### config.mk
export PLATFORM = sky130hd
export DESIGN_NAME = sprite_animation_frame_index_core_flat
export DESIGN_NICKNAME = d
export VERILOG_FILES = /design/src/rtl/safi_pkg.sv /design/src/rtl/safi_in_if.sv /design/src/rtl/safi_out_if.sv /design/src/rtl/safi_serial_mul.sv /design/src/rtl/safi_serial_mod.sv /design/src/rtl/sprite_animation_frame_index_core.sv /design/src/flat_wrapper.sv
export SDC_FILE = /design/constraint.sdc
export NUM_CORES = 1
export LEC_CHECK = 0
export BUFFER_PORTS_ARGS = -buffer_cell sky130_fd_sc_hd__clkbuf_2
export CORE_ASPECT_RATIO = 1.25
export CORE_MARGIN = 3
export CORE_UTILIZATION = 55
export CTS_CLUSTER_SIZE = 30
export DETAILED_ROUTE_END_ITERATION = 7
export HOLD_SLACK_MARGIN = 0.12
export PLACE_DENSITY = 0.72
export SLEW_MARGIN = 10
export SYNTH_ARGS = -nofsm -noshare
export SYNTH_HDL_FRONTEND = slang
export SYNTH_SLANG_ARGS = --single-unit
export TNS_END_PERCENT = 30
### constraint.sdc
create_clock -name clk_i -period 5.85 [get_ports clk_i]
set_input_delay 0.585 -clock clk_i [delete_from_list [all_inputs] [get_ports clk_i]]
set_output_delay 0.585 -clock clk_i [all_outputs]
set_load 0.05 [all_outputs]
### src/rtl/safi_pkg.sv
// Shared widths, register indexes and mode codes of the sprite animation frame index block.
`default_nettype none

package safi_pkg;

  localparam int STEP_W      = 32;
  localparam int DUR_W       = 16;
  localparam int FPS_W       = 16;
  localparam int START_W     = 32;
  localparam int COUNT_W     = 9;
  localparam int FRAME_W     = 8;
  localparam int MODE_W      = 2;
  localparam int NOW_W       = STEP_W + DUR_W;
  localparam int DELTA_W     = NOW_W + 1;
  localparam int MPLIER_W    = 16;
  localparam int PROD_W      = DELTA_W + MPLIER_W;
  localparam int FRAC_SHIFT  = 24;
  localparam int Q_W         = PROD_W - FRAC_SHIFT;
  localparam int FI_W        = Q_W + 1;
  localparam int COUNT_MAX   = (1 << COUNT_W) - 1;
  localparam int MAX_FRAMES_DEF = 256;

  localparam int CFG_IDX_W   = 3;
  localparam int CFG_DATA_W  = 32;

  localparam logic [CFG_IDX_W-1:0] REG_ANIM_MODE     = 3'd0;
  localparam logic [CFG_IDX_W-1:0] REG_FRAME_COUNT   = 3'd1;
  localparam logic [CFG_IDX_W-1:0] REG_FPS           = 3'd2;
  localparam logic [CFG_IDX_W-1:0] REG_START_TIME    = 3'd3;
  localparam logic [CFG_IDX_W-1:0] REG_STEP_DURATION = 3'd4;

  typedef enum logic [MODE_W-1:0] {
    MODE_STOPPED = 2'd0,
    MODE_LOOP    = 2'd1,
    MODE_CLAMP   = 2'd2
  } mode_e;

endpackage

`default_nettype wire

### src/rtl/safi_in_if.sv
// Input channel carrying one world step count per update request.
`default_nettype none

interface safi_in_if import safi_pkg::*; ();
  logic              valid;
  logic              ready;
  logic [STEP_W-1:0] world_step;

  modport source (output valid, output world_step, input ready);
  modport sink (input valid, input world_step, output ready);
endinterface

`default_nettype wire

### src/rtl/safi_out_if.sv
// Output channel carrying the frame index and animating flag of one update.
`default_nettype none

interface safi_out_if import safi_pkg::*; ();
  logic               valid;
  logic               ready;
  logic [FRAME_W-1:0] frame_idx;
  logic               animating;

  modport source (output valid, output frame_idx, output animating, input ready);
  modport sink (input valid, input frame_idx, input animating, output ready);
endinterface

`default_nettype wire

### src/rtl/safi_serial_mul.sv
// Bit-serial shift-add multiplier: signed multiplicand times unsigned multiplier.
`default_nettype none

module safi_serial_mul import safi_pkg::*; #(
  parameter int MCAND_W = DELTA_W,
  parameter int MUL_W   = MPLIER_W
) (
  input  wire logic                         clk_i,
  input  wire logic                         rst_ni,
  input  wire logic                         start_i,
  input  wire logic signed [MCAND_W-1:0]    mcand_i,
  input  wire logic        [MUL_W-1:0]      mplier_i,
  output logic                              done_o,
  output logic signed [MCAND_W+MUL_W-1:0]   product_o
);

  localparam int CNT_W = $clog2(MUL_W + 1);

  logic signed [MCAND_W:0]   acc_q, acc_d, sum;
  logic signed [MCAND_W-1:0] mcand_q;
  logic        [MUL_W-1:0]   lo_q;
  logic        [CNT_W-1:0]   cnt_q;
  logic                      done_q;

  always_comb begin
    sum   = acc_q + (lo_q[0] ? {mcand_q[MCAND_W-1], mcand_q} : '0);
    acc_d = sum >>> 1;
  end

  always_ff @(posedge clk_i or negedge rst_ni) begin
    if (!rst_ni) begin
      cnt_q  <= '0;
      done_q <= 1'b0;
    end else if (start_i) begin
      cnt_q  <= CNT_W'(MUL_W);
      done_q <= 1'b0;
    end else if (cnt_q != '0) begin
      cnt_q  <= cnt_q - CNT_W'(1);
      done_q <= (cnt_q == CNT_W'(1));
    end else begin
      done_q <= 1'b0;
    end
  end

  always_ff @(posedge clk_i) begin
    if (start_i) begin
      acc_q   <= '0;
      mcand_q <= mcand_i;
      lo_q    <= mplier_i;
    end else if (cnt_q != '0) begin
      acc_q <= acc_d;
      lo_q  <= {sum[0], lo_q[MUL_W-1:1]};
    end
  end

  assign done_o    = done_q;
  assign product_o = {acc_q[MCAND_W-1:0], lo_q};

endmodule

`default_nettype wire

### src/rtl/safi_serial_mod.sv
// Bit-serial remainder unit: floor modulo of a signed value by a small frame count.
`default_nettype none

module safi_serial_mod import safi_pkg::*; #(
  parameter int VAL_W = FI_W,
  parameter int N_W   = COUNT_W
) (
  input  wire logic             clk_i,
  input  wire logic             rst_ni,
  input  wire logic             start_i,
  input  wire logic [VAL_W-1:0] value_i,
  input  wire logic [N_W-1:0]   modulus_i,
  output logic                  done_o,
  output logic [N_W-1:0]        rem_o
);

  localparam int CNT_W = $clog2(VAL_W);

  logic [N_W-1:0]   rem_q, rem_d, n_q;
  logic [VAL_W-2:0] sh_q;
  logic [N_W:0]     trial, reduced;
  logic [CNT_W-1:0] cnt_q;
  logic             done_q;

  // The sign bit carries weight minus two to the top power, so the running
  // remainder starts at minus one modulo the count when it is set.
  always_comb begin
    trial   = {rem_q, sh_q[VAL_W-2]};
    reduced = trial - {1'b0, n_q};
    rem_d   = (trial >= {1'b0, n_q}) ? reduced[N_W-1:0] : trial[N_W-1:0];
  end

  always_ff @(posedge clk_i or negedge rst_ni) begin
    if (!rst_ni) begin
      cnt_q  <= '0;
      done_q <= 1'b0;
    end else if (start_i) begin
      cnt_q  <= CNT_W'(VAL_W - 1);
      done_q <= 1'b0;
    end else if (cnt_q != '0) begin
      cnt_q  <= cnt_q - CNT_W'(1);
      done_q <= (cnt_q == CNT_W'(1));
    end else begin
      done_q <= 1'b0;
    end
  end

  always_ff @(posedge clk_i) begin
    if (start_i) begin
      rem_q <= value_i[VAL_W-1] ? (modulus_i - N_W'(1)) : '0;
      sh_q  <= value_i[VAL_W-2:0];
      n_q   <= modulus_i;
    end else if (cnt_q != '0) begin
      rem_q <= rem_d;
      sh_q  <= {sh_q[VAL_W-3:0], 1'b0};
    end
  end

  assign done_o = done_q;
  assign rem_o  = rem_q;

endmodule

`default_nettype wire

### src/rtl/sprite_animation_frame_index_core.sv
// Sprite animation frame index core: sequencer, configuration registers and result register.
// While stopped an update goes straight to the result; otherwise the time comes from a
// bit-serial multiplier that computes step times duration and then elapsed time times rate,
// one multiplier bit per cycle. Loop mode adds a bit-serial remainder by the frame count.
// One update is processed at a time; the next one is taken while the previous result still
// waits in the output register, and a result that is still not taken holds the following
// update in its done state.
`default_nettype none

module sprite_animation_frame_index_core import safi_pkg::*; #(
  parameter int MAX_FRAMES = MAX_FRAMES_DEF
) (
  input  wire logic                  clk_i,
  input  wire logic                  rst_ni,
  safi_in_if.sink                    in_if,
  safi_out_if.source                 out_if,
  input  wire logic                  cfg_we_i,
  input  wire logic [CFG_IDX_W-1:0]  cfg_idx_i,
  input  wire logic [CFG_DATA_W-1:0] cfg_data_i
);

  localparam int CAP = (MAX_FRAMES < COUNT_MAX) ? MAX_FRAMES : COUNT_MAX;
  localparam int N_W = $clog2(CAP + 1);

  typedef enum logic [2:0] {
    ST_IDLE,
    ST_MUL_NOW,
    ST_MUL_RATE,
    ST_INDEX,
    ST_WRAP,
    ST_DONE
  } state_e;

  state_e                    state_q;
  mode_e                     active_mode_q;
  logic [FRAME_W-1:0]        current_frame_q;
  logic                      mul_start_q, mod_start_q;
  logic                      out_valid_q, out_anim_q;
  logic [FRAME_W-1:0]        out_frame_q;

  logic [COUNT_W-1:0]        frame_count_q;
  logic signed [FPS_W-1:0]   fps_q;
  logic [START_W-1:0]        start_time_q;
  logic [DUR_W-1:0]          step_dur_q;

  logic [STEP_W-1:0]         step_q;
  logic signed [DELTA_W-1:0] delta_q, delta_d;
  logic [FI_W-1:0]           fi_q, fi_d;

  logic [N_W-1:0]            n_eff, n_last;
  logic                      fps_neg;
  logic [FPS_W-1:0]          fps_mag;
  logic [Q_W-1:0]            q_frames;
  logic                      below, above;

  logic signed [DELTA_W-1:0] mul_mcand;
  logic [MPLIER_W-1:0]       mul_mplier;
  logic                      mul_done;
  logic signed [PROD_W-1:0]  mul_product;
  logic                      mod_done;
  logic [N_W-1:0]            mod_rem;

  always_comb begin
    if (frame_count_q == '0) begin
      n_eff = N_W'(1);
    end else if (int'(frame_count_q) > CAP) begin
      n_eff = N_W'(CAP);
    end else begin
      n_eff = N_W'(frame_count_q);
    end
    n_last   = n_eff - N_W'(1);
    fps_neg  = fps_q[FPS_W-1];
    fps_mag  = fps_neg ? FPS_W'(-fps_q) : FPS_W'(fps_q);
    q_frames = mul_product[PROD_W-1:FRAC_SHIFT];
    delta_d  = DELTA_W'({1'b0, mul_product[NOW_W-1:0]}) - DELTA_W'(start_time_q);
    fi_d     = fps_neg ? (FI_W'(n_last) - {q_frames[Q_W-1], q_frames})
                       : {q_frames[Q_W-1], q_frames};
    below    = fi_q[FI_W-1];
    above    = !below && (fi_q[FI_W-2:0] >= (FI_W-1)'(n_eff));
    mul_mcand  = (state_q == ST_MUL_RATE) ? delta_q : DELTA_W'(step_q);
    mul_mplier = (state_q == ST_MUL_RATE) ? fps_mag : step_dur_q;
  end

  safi_serial_mul #(
    .MCAND_W (DELTA_W),
    .MUL_W   (MPLIER_W)
  ) u_mul (
    .clk_i     (clk_i),
    .rst_ni    (rst_ni),
    .start_i   (mul_start_q),
    .mcand_i   (mul_mcand),
    .mplier_i  (mul_mplier),
    .done_o    (mul_done),
    .product_o (mul_product)
  );

  safi_serial_mod #(
    .VAL_W (FI_W),
    .N_W   (N_W)
  ) u_mod (
    .clk_i     (clk_i),
    .rst_ni    (rst_ni),
    .start_i   (mod_start_q),
    .value_i   (fi_q),
    .modulus_i (n_eff),
    .done_o    (mod_done),
    .rem_o     (mod_rem)
  );

  always_ff @(posedge clk_i or negedge rst_ni) begin
    if (!rst_ni) begin
      frame_count_q <= COUNT_W'(1);
      fps_q         <= '0;
      start_time_q  <= '0;
      step_dur_q    <= '0;
    end else if (cfg_we_i) begin
      unique case (cfg_idx_i)
        REG_FRAME_COUNT:   frame_count_q <= cfg_data_i[COUNT_W-1:0];
        REG_FPS:           fps_q         <= cfg_data_i[FPS_W-1:0];
        REG_START_TIME:    start_time_q  <= cfg_data_i[START_W-1:0];
        REG_STEP_DURATION: step_dur_q    <= cfg_data_i[DUR_W-1:0];
        default: ;
      endcase
    end
  end

  always_ff @(posedge clk_i) begin
    if (state_q == ST_IDLE && in_if.valid) begin
      step_q <= in_if.world_step;
    end
    if (state_q == ST_MUL_NOW && mul_done) begin
      delta_q <= delta_d;
    end
    if (state_q == ST_MUL_RATE && mul_done) begin
      fi_q <= fi_d;
    end
  end

  always_ff @(posedge clk_i or negedge rst_ni) begin
    if (!rst_ni) begin
      state_q         <= ST_IDLE;
      active_mode_q   <= MODE_STOPPED;
      current_frame_q <= '0;
      mul_start_q     <= 1'b0;
      mod_start_q     <= 1'b0;
      out_valid_q     <= 1'b0;
      out_frame_q     <= '0;
      out_anim_q      <= 1'b0;
    end else begin
      mul_start_q <= ((state_q == ST_IDLE) && in_if.valid && (active_mode_q != MODE_STOPPED))
                     || ((state_q == ST_MUL_NOW) && mul_done);
      mod_start_q <= (state_q == ST_INDEX) && (active_mode_q == MODE_LOOP);
      if (state_q == ST_DONE && (!out_valid_q || out_if.ready)) begin
        out_valid_q <= 1'b1;
      end else if (out_if.ready) begin
        out_valid_q <= 1'b0;
      end
      if (cfg_we_i && cfg_idx_i == REG_ANIM_MODE) begin
        unique case (cfg_data_i[MODE_W-1:0])
          MODE_LOOP:  active_mode_q <= MODE_LOOP;
          MODE_CLAMP: active_mode_q <= MODE_CLAMP;
          default:    active_mode_q <= MODE_STOPPED;
        endcase
      end
      unique case (state_q)
        ST_IDLE: begin
          if (in_if.valid) begin
            if (active_mode_q == MODE_STOPPED) begin
              state_q <= ST_DONE;
            end else begin
              state_q <= ST_MUL_NOW;
            end
          end
        end
        ST_MUL_NOW: begin
          if (mul_done) begin
            state_q <= ST_MUL_RATE;
          end
        end
        ST_MUL_RATE: begin
          if (mul_done) begin
            state_q <= ST_INDEX;
          end
        end
        ST_INDEX: begin
          if (active_mode_q == MODE_LOOP) begin
            state_q <= ST_WRAP;
          end else begin
            priority if (below) begin
              current_frame_q <= '0;
              if (fps_neg || fps_q == '0) begin
                active_mode_q <= MODE_STOPPED;
              end
            end else if (above) begin
              current_frame_q <= FRAME_W'(n_last);
              if (!fps_neg) begin
                active_mode_q <= MODE_STOPPED;
              end
            end else begin
              current_frame_q <= fi_q[FRAME_W-1:0];
            end
            state_q <= ST_DONE;
          end
        end
        ST_WRAP: begin
          if (mod_done) begin
            current_frame_q <= FRAME_W'(mod_rem);
            state_q         <= ST_DONE;
          end
        end
        ST_DONE: begin
          if (!out_valid_q || out_if.ready) begin
            out_frame_q <= current_frame_q;
            out_anim_q  <= (active_mode_q != MODE_STOPPED);
            state_q     <= ST_IDLE;
          end
        end
        default: state_q <= ST_IDLE;
      endcase
    end
  end

  assign in_if.ready      = (state_q == ST_IDLE);
  assign out_if.valid     = out_valid_q;
  assign out_if.frame_idx = out_frame_q;
  assign out_if.animating = out_anim_q;

endmodule

`default_nettype wire

### src/flat_wrapper.sv
// flat-port wrapper written by rule: the top's interface ports become plain ports
module sprite_animation_frame_index_core_flat import safi_pkg::*;
#(
  parameter int MAX_FRAMES = MAX_FRAMES_DEF
)
  (clk_i, rst_ni, cfg_we_i, cfg_idx_i, cfg_data_i, in_if_valid, in_if_world_step, in_if_ready, out_if_valid, out_if_frame_idx, out_if_animating, out_if_ready);
  safi_in_if in_if_i ();
  safi_out_if out_if_i ();
  input  wire logic clk_i;
  input  wire logic rst_ni;
  input  wire logic cfg_we_i;
  input  wire logic [CFG_IDX_W-1:0] cfg_idx_i;
  input  wire logic [CFG_DATA_W-1:0] cfg_data_i;
  input wire logic [$bits(in_if_i.valid)-1:0] in_if_valid;
  input wire logic [$bits(in_if_i.world_step)-1:0] in_if_world_step;
  output wire logic [$bits(in_if_i.ready)-1:0] in_if_ready;
  output wire logic [$bits(out_if_i.valid)-1:0] out_if_valid;
  output wire logic [$bits(out_if_i.frame_idx)-1:0] out_if_frame_idx;
  output wire logic [$bits(out_if_i.animating)-1:0] out_if_animating;
  input wire logic [$bits(out_if_i.ready)-1:0] out_if_ready;
  assign in_if_i.valid = in_if_valid;
  assign in_if_i.world_step = in_if_world_step;
  assign in_if_ready = in_if_i.ready;
  assign out_if_valid = out_if_i.valid;
  assign out_if_frame_idx = out_if_i.frame_idx;
  assign out_if_animating = out_if_i.animating;
  assign out_if_i.ready = out_if_ready;
  sprite_animation_frame_index_core #(.MAX_FRAMES(MAX_FRAMES)) u_core (.clk_i(clk_i), .rst_ni(rst_ni), .in_if(in_if_i), .out_if(out_if_i), .cfg_we_i(cfg_we_i), .cfg_idx_i(cfg_idx_i), .cfg_data_i(cfg_data_i));
endmodule
==> flow_metrics.tcl <==
set metrics [dict create \
    hold_depth 1 \
    n_fill_cell 3330 \
    finClkSkew_ns 0.0105 \
    min_period_over_period_pct 78.9 \
    syn_nets 2294 \
    regToRegSetupSlack_ns 1.24 \
    wirelength_mm 54.7 \
    timing.fmax_ghz 0.217 \
    synth_edf_count 247 \
    area_growth_pct 10.6 \
    grt_remaining_overflow 0 \
    leakagePower_uw 0.0104 \
    pwr-share-seq_pct 34.2 \
    hp-class "primary input to register" \
    avgRoutedWirePerCell_um 20.0 \
    gp_congestion 0.951 \
    ys_types 70 \
    drc 0 \
    portBuffers 82 \
    worstSetupPathType "register to register" \
    fin_setup_tns_ns 0 \
    cts_made_buffers 42 \
    htreeDepth 2 \
    start_kind "register" \
    synthTopCellsByArea "edfxtp_1 (33%), dfrtp_1 (12%), mux2_2 (7.6%)" \
    status "completed" \
    synthFlopType "edfxtp_1" \
    cts_root_buf "clkbuf_16" \
    yosysTopAreaCell "edfxtp_1" \
    core_area_um2 40400 \
    slew_violations 0 \
    dp_slack_ns 1.30 \
    grt_pass1_wl_mm 87.4 \
    cts_tree "built" \
    fin_crit_ns 4.61 \
    ys_async_sr_fraction_pct 27.3 \
    synth_top_area_share_pct 32.7 \
    antenna_found_initial 0 \
    syn-cell-area_um2 22700 \
    finalNonFillerCells 2736 \
    synth.avg_cell_area_um2 10.8 \
    hold_violations 0 \
    dieArea_um2 43700 \
    crit_fanout 8 \
    ant_nets 0 \
    switchingPower_uw 5800 \
    clk_latency_ns 0.54 \
    p_total_uw 14500 \
    vias 16300 \
    min_to "u_core.step_q[22]" \
    utilization_pct 62.0 \
    synth_seq_cells 407 \
    reg2reg_to "u_core.fi_q[30]" \
    maxCapViolations 0 \
    rsz0062_at_grt "false" \
    reg2reg_depth 15 \
    grt_pass1_vias 16300 \
    setup_viol 0 \
    clockBufferDepth 3 \
    start_util_pct 56.0 \
    worst_pin_slew_ns 1.10 \
    r2r_start "u_core.frame_count_q[3]" \
    endpoint_kind "register" \
    grt_start_max_net_pins 79 \
    fp.dieH_um 233 \
    finalNetCount 2350 \
    yosysSeqAreaShare_pct 49.3 \
    p_per_area_nw_per_um2 578 \
    postCtsSetupBuffers 0 \
    yosysWarnings 0 \
    fin_ws_ns 1.24 \
    die_w_um 188 \
    worstPathArrival_ns 4.89 \
    intPower_uw 8680 \
    grt.total_usage_pct 24.9 \
    hpwl_mm 39.9 \
    row_count 82 \
    clkPwrFrac_pct 19.3 \
    diodes 0 \
    post-place-cells 2659 \
    swShare_pct 40.0 \
    relSlewSlack_pct 26.3 \
    comb_power_share_pct 46.5 \
    clk_pin_slew_ns 0.06 \
    vdd_ir_drop_max_mv 0.331 \
    drive_gt1_share_pct 16.2 \
    drt_iter0_markers 1262 \
    clock_sinks 407 \
    cp.required_ns 6.13 \
    dr.pass1.iters 5 \
    syn-instance-count 2102 \
    viasPerCell 5.95 \
    io_pins 83 \
    min-delay-start "in_if_world_step[22]" \
]
==> registers in the layout, indices dropped and copies added, names as in the netlist, 2 cells and up <==
| signal | count |
|---|---|
| u_core.active_mode_q | 2 |
| u_core.current_frame_q | 8 |
| u_core.delta_q | 49 |
| u_core.fi_q | 42 |
| u_core.fps_q | 16 |
| u_core.frame_count_q | 9 |
| u_core.out_if.frame_idx | 8 |
| u_core.start_time_q | 32 |
| u_core.state_q | 3 |
| u_core.step_dur_q | 16 |
| u_core.step_q | 32 |
| u_core.u_mod.cnt_q | 6 |
| u_core.u_mod.n_q | 9 |
| u_core.u_mod.rem_o | 9 |
| u_core.u_mod.sh_q | 41 |
| u_core.u_mul.acc_q | 49 |
| u_core.u_mul.cnt_q | 5 |
| u_core.u_mul.lo_q | 16 |
| u_core.u_mul.mcand_q | 49 |
==> synthesized netlist by cell type, drive strengths merged, types with 14 or more instances <==
cell / count
a31oi: 14
o31ai: 23
nor4: 20
xnor2: 97
a22o: 14
a21oi: 141
inv: 103
ha: 116
nor3: 30
nor2b: 29
nand2: 180
or3: 22
nand3: 34
or4: 14
xor2: 49
mux2i: 19
nand2b: 16
dfxtp: 49
o21ai: 89
nand4: 23
clkbuf: 86
a21o: 68
mux2: 153
edfxtp: 247
dfrtp: 110
nor2: 113
a211oi: 27
and2: 70
==> how the worst max path moves through the flow <==
stage	startpoint	endpoint	slack, ns
4_1_cts	u_core.frame_count_q[3]	u_core.fi_q[30]	1.22
5_1_grt	u_core.frame_count_q[2]	u_core.fi_q[38]	0.89
6_report	u_core.frame_count_q[3]	u_core.fi_q[30]	1.24
3_5_place_dp	u_core.frame_count_q[3]	u_core.fi_q[30]	1.30
2_1_floorplan	u_core.state_q[0]	u_core.fi_q[0]	1.73
3_3_place_gp	u_core.frame_count_q[3]	u_core.fi_q[32]	1.49
==> final cells by class <==
class                           count  area, um2  share of cell area [%]
Clock buffer                       59       1250                    4.99
Clock inverter                     17        204                   0.814
Inverter                          104        390                    1.56
Multi-Input combinational cell   1502      10800                    43.1
Sequential cell                   407      11200                    44.6
Tap cell                          546        683                    2.73
Timing Repair Buffer              101        558                    2.23
==> cell families after synthesis <==
kind of cell,after synthesis,share of synthesized area (%)
DFF,407,49.3
AOI/OAI and AO/OA,475,13.6
xor gates and xnor gates,146,5.64
adders and majority gates,120,6.76
buffers and inverters,193,3.20
muxes,172,8.45
and+or+nand+nor,589,13.0
==> placed cells by master (no fill, tap or decap), types with 86 or more instances in the layout <==
cell	n
nor2_1	110
nand2_1	179
mux2_2	153
inv_1	103
edfxtp_1	247
a21oi_1	141
dfrtp_1	107
xnor2_1	97
o21ai_0	86
ha_1	116
==> worst max-delay path, stage by stage, from the launching register on <==
cell	delay [ns]
dfrtp_1	0.40
nor4_1	0.43
a21oi_1	0.11
or2_2	0.30
ha_1	0.24
xor2_1	0.29
ha_1	0.33
a21o_1	0.20
a21o_1	0.20
a21o_1	0.17
a21oi_1	0.22
o21ai_0	0.19
a31oi_1	0.59
or3_1	0.34
o21ai_0	0.15
xnor2_1	0.19
==> power groups by stage <==
stage	Combinational (uW)	Sequential, uW	Clock (uW)
after floorplan	5160	4690	0
after global placement	6500	4970	0
after detailed placement	6640	5000	0
after CTS	6700	4950	2850
after global routing	7470	5050	2970
final	6730	4960	2790
==> stage by stage <==
stage	hold WS (ns)	cell area, um2
5_1_grt	0.201	25100
3_3_place_gp	0.485	23600
3_5_place_dp	0.489	23600
6_report	0.221	25100
4_1_cts	0.193	25100
2_1_floorplan	0.289	22700
==> layer usage <==
layer  global-route usage, %  routed length [um]  share of wire (%)
met5                       0                   0                  0
met4                    10.1                2300                4.2
met3                    2.64                2180                4.0
met2                    42.9               26800                 49
met1                    32.3               23400                 43
==> repair_timing <==
action / 4_1_cts / 5_1_grt
resized for setup: 0 / 0
endpoints found under the hold margin: 50 / 0
endpoints found under the setup margin: 0 / 0
hold buffers: 1 / 0
Power figures use the tool's default switching activity.
